File: src/design/cprm_pkg.sv
`timescale 1ns / 1ps
// ----------------------------------------------------------------------------
// cprm_pkg
// Shared widths, reset values, register codes and sequencer states for the
// crank pulse rpm meter.
// ----------------------------------------------------------------------------
package cprm_pkg;

    localparam int CYLINDERS_DEF = 4;

    localparam int PERIOD_W   = 16;
    localparam int RPM_W      = 16;
    localparam int DEV_W      = 17;
    localparam int K_W        = 24;
    localparam int DIV_W      = 24;
    localparam int CYL_W      = 3;
    localparam int CFG_IDX_W  = 2;
    localparam int CFG_DATA_W = 24;

    localparam logic [K_W-1:0]      RPM_CONSTANT_RST  = 24'd3750000;
    localparam logic [PERIOD_W-1:0] TIMEOUT_LIMIT_RST = 16'hFFFF;
    localparam logic [PERIOD_W-1:0] MIN_PERIOD        = 16'd10;

    localparam logic [CFG_IDX_W-1:0] CFG_RPM_CONSTANT  = 2'd0;
    localparam logic [CFG_IDX_W-1:0] CFG_TIMEOUT_LIMIT = 2'd1;

    typedef enum logic [3:0] {
        ST_IDLE,
        ST_UPDATE,
        ST_SUM_RD,
        ST_SUM_ACC,
        ST_PAIR_RD,
        ST_PAIR_ACC,
        ST_MEAN_GO,
        ST_RPM_GO,
        ST_RPM_WAIT,
        ST_FILT_GO,
        ST_FILT_WAIT,
        ST_DONE
    } seq_state_t;

endpackage

File: src/design/cprm_ram.sv
`timescale 1ns / 1ps
// ----------------------------------------------------------------------------
// cprm_ram
// Generic single-write, single-read RAM with registered read data.
// ----------------------------------------------------------------------------
module cprm_ram #(
    parameter int WIDTH = 16,
    parameter int DEPTH = 8
) (
    input  logic                     clk,
    input  logic                     wr_en,
    input  logic [$clog2(DEPTH)-1:0] wr_addr,
    input  logic [WIDTH-1:0]         wr_data,
    input  logic [$clog2(DEPTH)-1:0] rd_addr,
    output logic [WIDTH-1:0]         rd_data
);

    logic [WIDTH-1:0] mem_reg [DEPTH];
    logic [WIDTH-1:0] rd_data_reg;

    always_ff @(posedge clk)
    begin
        if (wr_en)
        begin
            mem_reg[wr_addr] <= wr_data;
        end
        rd_data_reg <= mem_reg[rd_addr];
    end

    assign rd_data = rd_data_reg;

endmodule

File: src/design/cprm_div.sv
`timescale 1ns / 1ps
// ----------------------------------------------------------------------------
// cprm_div
// Shared restoring divider, one quotient bit per cycle, done pulse at end.
// ----------------------------------------------------------------------------
module cprm_div #(
    parameter int W = cprm_pkg::DIV_W
) (
    input  logic         clk,
    input  logic         rst_n,
    input  logic         start,
    input  logic [W-1:0] num,
    input  logic [W-1:0] den,
    output logic         done,
    output logic [W-1:0] quotient
);

    localparam int CNT_W = $clog2(W);

    logic [W-1:0]     rem_reg;
    logic [W-1:0]     quo_reg;
    logic [W-1:0]     den_reg;
    logic [CNT_W-1:0] cnt_reg;
    logic             busy_reg;
    logic             done_reg;
    logic [W:0]       trial;
    logic [W:0]       diff;
    logic             fits;
    logic             last_step;

    assign trial     = {rem_reg, quo_reg[W-1]};
    assign diff      = trial - {1'b0, den_reg};
    assign fits      = (trial >= {1'b0, den_reg});
    assign last_step = (cnt_reg == CNT_W'(W - 1));

    always_ff @(posedge clk or negedge rst_n)
    begin
        if (!rst_n)
        begin
            busy_reg <= 1'b0;
            done_reg <= 1'b0;
            cnt_reg  <= '0;
        end
        else
        begin
            done_reg <= busy_reg && last_step;
            if (start)
            begin
                busy_reg <= 1'b1;
                cnt_reg  <= '0;
            end
            else if (busy_reg)
            begin
                cnt_reg <= cnt_reg + 1'b1;
                if (last_step)
                begin
                    busy_reg <= 1'b0;
                end
            end
        end
    end

    always_ff @(posedge clk)
    begin
        if (start)
        begin
            rem_reg <= '0;
            quo_reg <= num;
            den_reg <= den;
        end
        else if (busy_reg)
        begin
            rem_reg <= fits ? diff[W-1:0] : trial[W-1:0];
            quo_reg <= {quo_reg[W-2:0], fits};
        end
    end

    assign done     = done_reg;
    assign quotient = quo_reg;

endmodule

File: src/design/crank_pulse_rpm_meter.sv
`timescale 1ns / 1ps
// ----------------------------------------------------------------------------
// crank_pulse_rpm_meter
// Period-measurement tachometer for flywheel mark pulses.
// ----------------------------------------------------------------------------
// Each word on the input runs through the sequencer from one accept to the
// next; in_stall is high in every state but idle. The update state writes
// the counter and ring, each period summed takes one RAM read plus one
// accumulate, the two cylinder pairs are read from the ring and summed, the
// mean comes from a reciprocal multiply, and two passes of the shared 24-bit
// restoring divider (rpm, filtered rpm) follow. The done state loads the
// output register; it holds while the previous result there is still
// stalled. The result waits in that register, so the next word is taken
// while it is still stalled.
// The ring of 2*CYLINDERS periods sits in a small RAM with one valid bit per
// entry; a stop clears the valid bits at once.
// ----------------------------------------------------------------------------
module crank_pulse_rpm_meter #(
    parameter int CYLINDERS = cprm_pkg::CYLINDERS_DEF
) (
    input  logic                              clk,
    input  logic                              rst_n,
    input  logic                              in_valid,
    output logic                              in_stall,
    input  logic                              func,
    input  logic                              glitch,
    input  logic [cprm_pkg::CYL_W-1:0]        cylinder_select,
    output logic                              out_valid,
    input  logic                              out_stall,
    output logic [cprm_pkg::PERIOD_W-1:0]     raw_period,
    output logic [cprm_pkg::RPM_W-1:0]        engine_rpm,
    output logic [cprm_pkg::RPM_W-1:0]        filtered_rpm,
    output logic signed [cprm_pkg::DEV_W-1:0] cylinder_deviation,
    output logic                              stopped,
    input  logic                              cfg_valid,
    output logic                              cfg_ready,
    input  logic [cprm_pkg::CFG_IDX_W-1:0]    cfg_index,
    input  logic [cprm_pkg::CFG_DATA_W-1:0]   cfg_data
);

    import cprm_pkg::*;

    localparam int RING_LEN = 2 * CYLINDERS;
    localparam int IW       = $clog2(RING_LEN);
    localparam int TW       = PERIOD_W + $clog2(CYLINDERS + 1);
    localparam int STEP_W   = ($clog2(CYLINDERS) > 2) ? $clog2(CYLINDERS) : 2;
    localparam int PAIR_W   = PERIOD_W + 1;
    localparam int DIFF_W   = PERIOD_W + 2;
    localparam int MEAN_SH  = TW + $clog2(CYLINDERS);
    localparam int MUL_W    = MEAN_SH + 1;
    localparam int PROD_W   = TW + MUL_W;
    localparam logic [MUL_W-1:0] MEAN_MUL =
        MUL_W'(((64'd1 << MEAN_SH) + 64'(CYLINDERS) - 64'd1) / 64'(CYLINDERS));
    localparam logic signed [DIFF_W-1:0] DEV_HI = 18'sd32000;
    localparam logic signed [DIFF_W-1:0] DEV_LO = -18'sd32000;

    seq_state_t state_reg;
    seq_state_t state_next;

    logic                 func_reg;
    logic                 glitch_reg;
    logic [CYL_W-1:0]     cyl_reg;
    logic [K_W-1:0]       rpm_constant_reg;
    logic [PERIOD_W-1:0]  timeout_limit_reg;
    logic [PERIOD_W-1:0]  tick_count_reg;
    logic                 counting_reg;
    logic [PERIOD_W-1:0]  last_period_reg;
    logic [RING_LEN-1:0]  valid_reg;
    logic [IW-1:0]        widx_reg;
    logic [IW-1:0]        ridx_reg;
    logic [STEP_W-1:0]    step_reg;
    logic [TW-1:0]        total_reg;
    logic [PAIR_W-1:0]    pair0_reg;
    logic [PAIR_W-1:0]    pairc_reg;
    logic [PERIOD_W-1:0]  mean_reg;
    logic [RPM_W-1:0]     rpm_reg;
    logic [RPM_W-1:0]     filt_reg;
    logic                 rd_valid_reg;
    logic                 out_valid_reg;
    logic [PERIOD_W-1:0]  raw_period_reg;
    logic [RPM_W-1:0]     engine_rpm_reg;
    logic [RPM_W-1:0]     filtered_rpm_reg;
    logic [DEV_W-1:0]     dev_reg;
    logic                 stopped_reg;

    logic                 accept;
    logic                 edge_ok;
    logic [PERIOD_W-1:0]  tick_inc;
    logic                 stop_hit;
    logic [IW-1:0]        widx_wrap;
    logic [IW-1:0]        ridx_prev;
    logic [IW-1:0]        cyl_base;
    logic [IW-1:0]        rd_addr;
    logic [PERIOD_W-1:0]  ram_rd_data;
    logic [PERIOD_W-1:0]  entry;
    logic                 ram_wr_en;
    logic                 sum_last;
    logic                 out_free;
    logic [PROD_W-1:0]    mean_prod;
    logic                 div_start;
    logic [DIV_W-1:0]     div_num;
    logic [DIV_W-1:0]     div_den;
    logic                 div_done;
    logic [DIV_W-1:0]     div_quo;
    logic [RPM_W-1:0]     div_sat;
    logic                 cyl_in_range;
    logic [PERIOD_W-1:0]  avg0;
    logic [PERIOD_W-1:0]  avgc;
    logic signed [DIFF_W-1:0] diff;
    logic signed [DIFF_W-1:0] diff_clamped;
    logic [DEV_W-1:0]     dev_value;

    assign accept    = in_valid && !in_stall;
    assign edge_ok   = func_reg && !glitch_reg;
    assign tick_inc  = tick_count_reg + 16'd1;
    assign stop_hit  = !func_reg && counting_reg && (tick_inc >= timeout_limit_reg);
    assign widx_wrap = (widx_reg == IW'(RING_LEN - 1)) ? '0 : widx_reg + 1'b1;
    assign ridx_prev = (ridx_reg == '0) ? IW'(RING_LEN - 1) : ridx_reg - 1'b1;
    assign cyl_base  = IW'({cyl_reg, 1'b0});
    assign ram_wr_en = (state_reg == ST_UPDATE) && edge_ok;
    assign entry     = rd_valid_reg ? ram_rd_data : '0;
    assign sum_last  = (step_reg == STEP_W'(CYLINDERS - 1));
    assign out_free  = !out_valid_reg || !out_stall;
    assign mean_prod = PROD_W'(total_reg) * PROD_W'(MEAN_MUL);
    assign div_sat   = (div_quo[DIV_W-1:RPM_W] != '0) ? '1 : div_quo[RPM_W-1:0];

    // next state
    always_comb
    begin
        state_next = state_reg;
        case (state_reg)
            ST_IDLE:      if (in_valid) state_next = ST_UPDATE;
            ST_UPDATE:    state_next = ST_SUM_RD;
            ST_SUM_RD:    state_next = ST_SUM_ACC;
            ST_SUM_ACC:   state_next = sum_last ? ST_PAIR_RD : ST_SUM_RD;
            ST_PAIR_RD:   state_next = ST_PAIR_ACC;
            ST_PAIR_ACC:  state_next = (step_reg == STEP_W'(3)) ? ST_MEAN_GO : ST_PAIR_RD;
            ST_MEAN_GO:   state_next = ST_RPM_GO;
            ST_RPM_GO:    state_next = ST_RPM_WAIT;
            ST_RPM_WAIT:  if (div_done) state_next = ST_FILT_GO;
            ST_FILT_GO:   state_next = ST_FILT_WAIT;
            ST_FILT_WAIT: if (div_done) state_next = ST_DONE;
            ST_DONE:      if (out_free) state_next = ST_IDLE;
            default:      state_next = ST_IDLE;
        endcase
    end

    // sequencer outputs
    always_comb
    begin
        in_stall  = (state_reg != ST_IDLE);
        div_start = 1'b0;
        div_num   = rpm_constant_reg;
        div_den   = DIV_W'(last_period_reg);
        rd_addr   = ridx_prev;
        case (state_reg)
            ST_RPM_GO:
            begin
                div_start = 1'b1;
            end
            ST_FILT_GO:
            begin
                div_start = 1'b1;
                div_den   = DIV_W'(mean_reg);
            end
            ST_PAIR_RD:
            begin
                case (step_reg[1:0])
                    2'd0:    rd_addr = '0;
                    2'd1:    rd_addr = IW'(1);
                    2'd2:    rd_addr = cyl_base;
                    default: rd_addr = cyl_base | IW'(1);
                endcase
            end
            default:
            begin
                div_start = 1'b0;
            end
        endcase
    end

    always_ff @(posedge clk or negedge rst_n)
    begin
        if (!rst_n)
        begin
            state_reg         <= ST_IDLE;
            rpm_constant_reg  <= RPM_CONSTANT_RST;
            timeout_limit_reg <= TIMEOUT_LIMIT_RST;
            tick_count_reg    <= '0;
            counting_reg      <= 1'b1;
            last_period_reg   <= '0;
            valid_reg         <= '0;
            widx_reg          <= '0;
            out_valid_reg     <= 1'b0;
        end
        else
        begin
            state_reg <= state_next;

            if (cfg_valid && cfg_ready)
            begin
                if (cfg_index == CFG_RPM_CONSTANT)
                begin
                    rpm_constant_reg <= cfg_data[K_W-1:0];
                end
                else if (cfg_index == CFG_TIMEOUT_LIMIT)
                begin
                    timeout_limit_reg <= cfg_data[PERIOD_W-1:0];
                end
            end

            if (state_reg == ST_UPDATE)
            begin
                if (!func_reg)
                begin
                    if (counting_reg)
                    begin
                        tick_count_reg <= tick_inc;
                    end
                    if (stop_hit)
                    begin
                        counting_reg    <= 1'b0;
                        last_period_reg <= '0;
                        valid_reg       <= '0;
                    end
                end
                else if (!glitch_reg)
                begin
                    last_period_reg     <= tick_count_reg;
                    valid_reg[widx_reg] <= 1'b1;
                    widx_reg            <= widx_wrap;
                    tick_count_reg      <= '0;
                    counting_reg        <= 1'b1;
                end
            end

            if (state_reg == ST_DONE && out_free)
            begin
                out_valid_reg <= 1'b1;
            end
            else if (out_valid_reg && !out_stall)
            begin
                out_valid_reg <= 1'b0;
            end
        end
    end

    assign cyl_in_range = ({1'b0, cyl_reg} < 4'(CYLINDERS));
    assign avg0         = pair0_reg[PAIR_W-1:1];
    assign avgc         = pairc_reg[PAIR_W-1:1];
    assign diff         = $signed({2'b00, avg0}) - $signed({2'b00, avgc});

    always_comb
    begin
        if (diff > DEV_HI)
        begin
            diff_clamped = DEV_HI;
        end
        else if (diff < DEV_LO)
        begin
            diff_clamped = DEV_LO;
        end
        else
        begin
            diff_clamped = diff;
        end

        if (cyl_reg == '0)
        begin
            dev_value = {1'b0, avg0};
        end
        else if (!cyl_in_range)
        begin
            dev_value = '0;
        end
        else
        begin
            dev_value = diff_clamped[DEV_W-1:0];
        end
    end

    // datapath, no reset needed
    always_ff @(posedge clk)
    begin
        rd_valid_reg <= valid_reg[rd_addr];

        if (accept)
        begin
            func_reg   <= func;
            glitch_reg <= glitch;
            cyl_reg    <= cylinder_select;
        end

        case (state_reg)
            ST_UPDATE:
            begin
                ridx_reg  <= edge_ok ? widx_wrap : widx_reg;
                step_reg  <= '0;
                total_reg <= '0;
                pair0_reg <= '0;
                pairc_reg <= '0;
            end
            ST_SUM_RD:
            begin
                ridx_reg <= ridx_prev;
            end
            ST_SUM_ACC:
            begin
                total_reg <= total_reg + TW'(entry);
                step_reg  <= sum_last ? '0 : step_reg + 1'b1;
            end
            ST_PAIR_ACC:
            begin
                if (!step_reg[1])
                begin
                    pair0_reg <= pair0_reg + PAIR_W'(entry);
                end
                else
                begin
                    pairc_reg <= pairc_reg + PAIR_W'(entry);
                end
                step_reg <= step_reg + 1'b1;
            end
            ST_MEAN_GO:
            begin
                mean_reg <= mean_prod[MEAN_SH +: PERIOD_W];
            end
            ST_RPM_WAIT:
            begin
                if (div_done)
                begin
                    rpm_reg <= (last_period_reg < MIN_PERIOD) ? '0 : div_sat;
                end
            end
            ST_FILT_WAIT:
            begin
                if (div_done)
                begin
                    filt_reg <= (mean_reg == '0) ? '0 : div_sat;
                end
            end
            ST_DONE:
            begin
                if (out_free)
                begin
                    raw_period_reg   <= last_period_reg;
                    engine_rpm_reg   <= rpm_reg;
                    filtered_rpm_reg <= filt_reg;
                    dev_reg          <= dev_value;
                    stopped_reg      <= !counting_reg;
                end
            end
            default:
            begin
                step_reg <= step_reg;
            end
        endcase
    end

    cprm_ram #(
        .WIDTH (PERIOD_W),
        .DEPTH (RING_LEN)
    ) u_ring (
        .clk     (clk),
        .wr_en   (ram_wr_en),
        .wr_addr (widx_reg),
        .wr_data (tick_count_reg),
        .rd_addr (rd_addr),
        .rd_data (ram_rd_data)
    );

    cprm_div #(
        .W (DIV_W)
    ) u_div (
        .clk      (clk),
        .rst_n    (rst_n),
        .start    (div_start),
        .num      (div_num),
        .den      (div_den),
        .done     (div_done),
        .quotient (div_quo)
    );

    assign cfg_ready          = 1'b1;
    assign out_valid          = out_valid_reg;
    assign raw_period         = raw_period_reg;
    assign engine_rpm         = engine_rpm_reg;
    assign filtered_rpm       = filtered_rpm_reg;
    assign cylinder_deviation = $signed(dev_reg);
    assign stopped            = stopped_reg;

    a_stop_clears_period: assert property (@(posedge clk) disable iff (!rst_n)
        !counting_reg |-> (last_period_reg == '0))
        else $error("period not cleared while stopped");

    a_stop_clears_ring: assert property (@(posedge clk) disable iff (!rst_n)
        !counting_reg |-> (valid_reg == '0))
        else $error("ring entries valid while stopped");

    a_result_from_done: assert property (@(posedge clk) disable iff (!rst_n)
        $rose(out_valid_reg) |-> $past(state_reg == ST_DONE))
        else $error("result word raised outside of done state");

endmodule
File: config.mk
export PLATFORM = sky130hd
export DESIGN_NAME = crank_pulse_rpm_meter
export DESIGN_NICKNAME = d
export VERILOG_FILES = /design/src/design/cprm_pkg.sv /design/src/design/cprm_ram.sv /design/src/design/cprm_div.sv /design/src/design/crank_pulse_rpm_meter.sv
export SDC_FILE = /design/constraint.sdc
export NUM_CORES = 1
export LEC_CHECK = 0
export BUFFER_PORTS_ARGS = -buffer_cell sky130_fd_sc_hd__buf_2
export CAP_MARGIN = 10
export CORE_MARGIN = 2
export CORE_UTILIZATION = 30
export CTS_BUF_LIST = sky130_fd_sc_hd__clkbuf_4
export CTS_CLUSTER_DIAMETER = 80
export DETAILED_ROUTE_END_ITERATION = 12
export PLACE_DENSITY_LB_ADDON = 0.25
export SYNTH_ARGS = -nofsm -noshare
export SYNTH_HDL_FRONTEND = slang
export SYNTH_HIERARCHICAL = 1
export SYNTH_SLANG_ARGS = --single-unit
File: constraint.sdc
create_clock -name clk -period 9.7 [get_ports clk]
set_input_delay 0.97 -clock clk [delete_from_list [all_inputs] [get_ports clk]]
set_output_delay 0.97 -clock clk [all_outputs]
set_load 0.03 [all_outputs]
== Word-level counts from Yosys, hierarchy flattened ==
Memory sizes are Yosys's and may differ from the RTL's. A register that Yosys moved wholly into a read port is not among the register bits.
Index checks and enable logic that the tools add are counted.
Word-level totals
  register bits after elaboration: 346
  bits in latches: 0
  bits in writable memories: 128
  memory bits (read-only): 0
  logic and storage cells: 182
  memories: 1
Cells by class
  add/subtract/negate cells: 10
  multiply operators: 0
  div/mod/pow operators: 0
  order comparisons: 9
  equal/unequal tests: 24
  shifts and indexed selects: 0
  mux-type cells: 56
  bitwise operators: 4
  reduce and logical (&&, ||, !) cells: 45
Memories
  u_ring.mem_reg: words 8, width 16, rd ports 1, clocked after Yosys merged registers in 1, wr ports 1, RTL line cprm_ram.sv:18  | logic [WIDTH-1:0] mem_reg [DEPTH];
Operators by type and width (number)
  $mux 16: 12
  $mux 24: 3
  $pmux 17 s2: 2
  $mux 17: 3
  $pmux 4 s12: 1
  $pmux 19 s2: 1
  $add 17x16->17: 2
  $ge 25x24->1: 1
  $mux 8: 3
  $sub 24x24->24: 1
  $add 19x16->19: 1
  $gt 17x16->1 const B: 1
  $lt 17x16->1 const B: 1
  $sub 16x16->17: 1
  $add 16x1->16 const B: 1
  $eq 4x3->1 const B: 4
  $eq 4x4->1 const B: 4
  $ge 16x16->1: 1
  $logic_not 16->1: 1
  $lt 16x4->1 const B: 1
  $mux 4: 4
  $mux 3: 5
  $reduce_bool 2->1: 7
  $mux 1: 13
  38 further kinds: 74

== Longest topological paths before layout ==
  depth in word-level cells: 7
  gate-level depth with buffers: 18

== Hierarchy ==
Netlist, hierarchy kept.
By module, submodules not included
  crank_pulse_rpm_meter: instances 1, cells each 1224, area an instance 14209.9 um^2, sequential area each 7566.0 um^2
  cprm_ram: instances 1, cells each 214, area an instance 5293.8 um^2, sequential area each 4164.0 um^2
  cprm_div: instances 1, cells each 454, area an instance 4636.9 um^2, sequential area each 2097.0 um^2

== Worst setup path before layout ==
Ideal clock, no wire load.
  path type: input port to flip-flop
  start: in out_stall
  end: reg dev_reg[0], in the netlist cylinder_deviation[0], enable pin
  data arrival time: 4.196 ns
  setup slack: 4.992 ns
  stages: 1
  path buffers: 0
  cell sequence: a21oi_1
On the way
  word-level cells in the longest chain between the ends: 3
Ends and longest elaborated chain
  start, declared: RTL line crank_pulse_rpm_meter.sv:29  | input logic out_stall,
  $logic_not 1->1: RTL line crank_pulse_rpm_meter.sv:123  | assign out_free = !out_valid_reg || !out_stall;
  $logic_or 1x1->1: RTL line crank_pulse_rpm_meter.sv:123
  $reduce_and 2->1 (no line)
  end signal, assigned: RTL line crank_pulse_rpm_meter.sv:349  | dev_reg <= dev_value;
  end, declared: RTL line crank_pulse_rpm_meter.sv:83  | logic [DEV_W-1:0] dev_reg;
No other way between the ends.
A chain may end at the register's enable or synchronous reset.

== Worst setup path after layout ==
  start: reg tick_count_reg[0]
  end: reg valid_reg[2]
On the way
  word-level cells in the longest chain between the ends: 5
Ends and longest elaborated chain
  start, declared: RTL line crank_pulse_rpm_meter.sv:65  | logic [PERIOD_W-1:0] tick_count_reg;
  start signal, assigned: RTL line crank_pulse_rpm_meter.sv:218  | tick_count_reg <= tick_inc;
  $add 16x1->16: RTL line crank_pulse_rpm_meter.sv:115  | assign tick_inc = tick_count_reg + 16'd1;
  $ge 16x16->1: RTL line crank_pulse_rpm_meter.sv:116  | assign stop_hit = !func_reg && counting_reg && (tick_inc >= timeout_limit_reg);
  $logic_and 1x1->1: RTL line crank_pulse_rpm_meter.sv:116
  $reduce_bool 2->1 (no line)
  $reduce_and 3->1 (no line)
  end signal, assigned: RTL line crank_pulse_rpm_meter.sv:192  | valid_reg <= '0;
  end signal, assigned: RTL line crank_pulse_rpm_meter.sv:224  | valid_reg <= '0;
  end signal, assigned by index: RTL line crank_pulse_rpm_meter.sv:230  | valid_reg[widx_reg] <= 1'b1;
  end, declared: RTL line crank_pulse_rpm_meter.sv:68  | logic [RING_LEN-1:0] valid_reg;
No other way between the ends.

==> results.md <==
Cells and area:
- The top cell types in the final layout, fill and taps aside, are edfxtp_1 (352), clkbuf_4 (207), nor2_1 (149).
- The register with the most flip-flops in the layout has roughly 130 of them.
- The proportion of layout cells with a drive suffix above 1 is 0.2489.
- From synthesis to final layout, the design area changed by 15.19%.
- The final-layout fill cell count is between 7,000 and 8,000.
- The leading cell type in the layout, fill and taps excluded is edfxtp_1.
- For this run, the share of the core covered by cells in the final layout is 0.3469.
- At the end of the flow, the number of nets in the layout was 2,252.
- After routing the design area is approximately 28,000 um2.

Placement:
- At the placement stage, the worst setup path has a slack of 5047 ps.
- At the end of routability-driven placement, the weighted congestion stood at between 0.8 and 0.9.
- Port buffering added roughly 100 buffers.
- After legalization and detailed placement, the total HPWL measured between 40,000 and 50,000 um.
- The standard cell area after detailed placement is 25,950 um2.

Logic synthesis:
- The cell type with the largest total area after synthesis is edfxtp_1.
- For this run, the register share of the synthesized area comes to 0.5728.
- The async set or reset register ratio after synthesis is 0.1963.
- The flip-flop and latch count after synthesis is 489.
- The cell count after synthesis came out at around 1,900.
- In this run, distinct cell masters in the synthesized netlist total just over 90.
- The mapped netlist covers between 20,000 and 25,000 um2.
- In this run, synthesis inferred between 300 and 400 flip-flops with an integrated enable.
- By area the synthesized netlist is led by edfxtp_1 (44%), dfrtp_1 (7.2%), ha_1 (5.9%), mux2_2 (4.7%), dfxtp_1 (3.4%).
- A synthesized cell averages 12.76 um2.
- In the synthesized netlist the dominant register cell turns out to be edfxtp_1.
- The number of warning messages in the yosys log is 6.
- The portion of synthesized cell area occupied by the leading cell type is 0.4379.

Detailed routing:
- The vias per cell is roughly 4.8.
- The DRC violation total after the first TritonRoute iteration is 940.
- The final routed DRC violation total is 0.
- Before antenna repair, the detailed router went through 5 iterations.
- The average detailed-routed wire length per instance is about 18 um.
- After detailed routing, the total wire length is between 50,000 and 60,000 um.
- The remaining antenna violation count after routing is 0.
- The total number of vias is ~16,000.

STA:
- The number of hold-slack violations in the final timing report came to 0.
- The total setup violations reported at the end of the flow is 0.
- The worst clock skew on the final layout is 70.16 ps.
- The post-route clock period utilization is 0.4792.
- The final critical-path required period is around 4600 ps.
- The worst-margin pin slew is approximately 1200 ps.
- The worst relative slew slack is 0.2294.
- Summed over all failing endpoints, the final setup total negative slack is 0 ps.
- The maximum clock frequency is approximately 220 MHz.
- Setup repair after global routing left no endpoint under its margin.
- The number of slew-limit violations in the final report is 0.
- The worst path meets setup with about 5100 ps of slack.

Setup path:
- The beginning of the worst register-to-register path is tick_count_reg[0].
- Data on the critical path is required at its endpoint by 10,550 ps.
- Data on the critical path arrives at its endpoint at about 5500 ps.
- The critical path start-end classification is flop to flop.
- The slowest cell on the critical path is dfrtp_1.
- STA classifies the critical path startpoint as a flop.
- Across all register-to-register paths, the minimum setup slack is ~5100 ps.
- The kind of end point of the critical path is a flop.
- The critical path's largest stage delay is 600 ps.
- The maximum fanout along the worst path is 26.
- The critical path goes through ha_1 > nand3_1 > nor2_1 > and3_1 > and3_1 > and3_1 > and3_1 > xnor2_1 > inv_1 > ha_1 > a21o_1 > a211o_1 > or2_2 > o21ai_2 > buf_4 > or2_0 > o21a_1.
- The most critical setup path has its startpoint at tick_count_reg[0].
- The most numerous cell type found on the critical path is and3_1.
- The family with the most delay on the worst path is simple AND/OR/NAND/NOR gates.
- The combined buffer and inverter count along the critical path is 2.

Clock tree:
- The cts-stage hold buffer count is 1.
- The clock drives approximately 490 sinks.
- The buffer depth of the longest clock path is 3.
- The cell chosen for the clock root is clkbuf_4.
- CTS built an H-tree with a depth of 4.
- The clock latency reported for the late side of the worst-skew pair is about 1000 ps.
- TritonCTS created 135 clock buffers.
- After clock tree synthesis, the clock-pin slew on the worst setup and hold paths is about 60 ps.
- The post-CTS resize count is 0.
- The number of post-CTS setup repair buffers is 0.
- The CTS tree is built.

GRT:
- The initial antenna violation count is 3.
- The maximum number of pins on one net before global-route repair is 60.
- For this run, the total global-route usage over all layers was measured as 0.1439.
- After global routing the overflow that remains totals 0.
- The via count of the first global-routing pass is between 15,000 and 20,000.
- The first global-routing pass estimated 91,720 um of wire.

Pwr:
- The total power divided by cell area is 154.7 nW/um2.
- IR analysis of the VDD net gives a maximum drop of just over 0.06 mV.
- In this run the static leakage power is 10.70 nW.
- Overall power consumption after layout is estimated at between 0.004 and 0.005 W.

Floorplan:
- The effective utilization at floorplan is 0.3012.
- The core region is 80,160 um2.
- The floorplan step set the die width to 287.7 um.
- In this run the count of I/O pins placed on the die edge is approximately 110.
- After floorplanning, the core was divided into 104 placement rows.
- The die area is about 83,000 um2.
- In this run the vertical extent of the chip is 287.7 um.

Flow run:
- Across the run, the number of max-cap violations was 0.

Worst hold path:
- The beginning of the worst hold path is func.
- The min-delay analysis places its worst path in the category input pin to flop.

Outcome:
- The flow ran to the end, and the final reports show no timing, DRC or antenna violations.
## layer usage
metal / share of wire / track usage / vias to the layer above
met3: 0.046 / 0.03273 / 88
met4: 0.017 / 0.05026 / 0
li1: - / - / 7619
met2: 0.49 / 0.2403 / 331
met5: 0 / 0 / -
met1: 0.44 / 0.1830 / 7780
## Yosys cell counts (all sizes together) (7+ instances only)
master  count
mux4       32
nand3b      9
dfxtp      41
o21ai      71
a21o       28
nand2b     27
inv       102
o211ai     17
o21a       53
nor2b      25
nor2      158
a22o       17
a21oi      69
nor3b       7
and2       25
clkbuf     37
mux2      100
xnor2      27
a211oi     29
o31ai      11
and3       25
edfxtp    352
nor4       13
xor2       44
ha        114
a32o       10
or2        12
mux2i      19
buf        33
nand3      25
nor3       42
or3        12
a31oi      12
nand4      12
dfrtp      69
dfstp      27
o21bai      9
nand2      94
## metrics by stage
step	std cells	hold slack, ps
finish	3273	221.9
floorplan	1899	400.3
detailed placement	3019	404.5
CTS	3266	74.23
global placement	3019	403.0
global route	3272	81.23
## worst reg2reg max path, cell delays in order (launching register included)
cell     delay (ps)
dfrtp_1         600
ha_1            270
nand3_1         170
nor2_1          270
and3_1          270
and3_1          250
and3_1          250
and3_1          190
xnor2_1         140
inv_1            70
ha_1            290
a21o_1          180
a211o_1         290
or2_2           280
o21ai_2         130
buf_4           310
or2_0           440
o21a_1          180
## power by group
group	leakage (nW)	switching [W]	internal [W]
registers	4.26	0.0000156	0.00226
logic	5.36	0.0000343	0.0000388
clock network	1.08	0.000927	0.00102
## cell type report
| cell class | count | area (um2) | share of cell area |
|---|---|---|---|
| antenna | 7 | 17.52 | 0.0006299 |
| clock buffer | 207 | 1554 | 0.05589 |
| clock inverter | 39 | 277.8 | 0.009989 |
| inverter | 102 | 382.9 | 0.01377 |
| multi-input combinational | 1237 | 9682 | 0.3482 |
| sequential | 489 | 13830 | 0.4973 |
| tap | 1060 | 1326 | 0.04770 |
| timing repair buffer | 132 | 738.2 | 0.02655 |
## cell families after synthesis
family / after synthesis / share of synthesized area
and+or+nand+nor: 505 / 0.1053
DFF: 489 / 0.5728
AOI/OAI and AO/OA: 382 / 0.1128
buffers and inverters: 173 / 0.03110
muxes: 151 / 0.08873
adders and majority gates: 119 / 0.06323
xor gates and xnor gates: 71 / 0.02576
other: 2 / 0.0003111
## path summary, 6_finish.rpt
| kind | endpoint | depth (start not counted) |
|---|---|---|
| setup / recovery | valid_reg[2] | 17 |
| hold / removal | func_reg | 1 |
| setup reg to reg | valid_reg[2] | 17 |
| hold reg to reg | filtered_rpm[5] | 0 |
| max in group asynchronous | state_reg[3] | 3 |
| min in group asynchronous | div_num[8] | 2 |
Note: power is estimated with default switching activity, not from simulation.
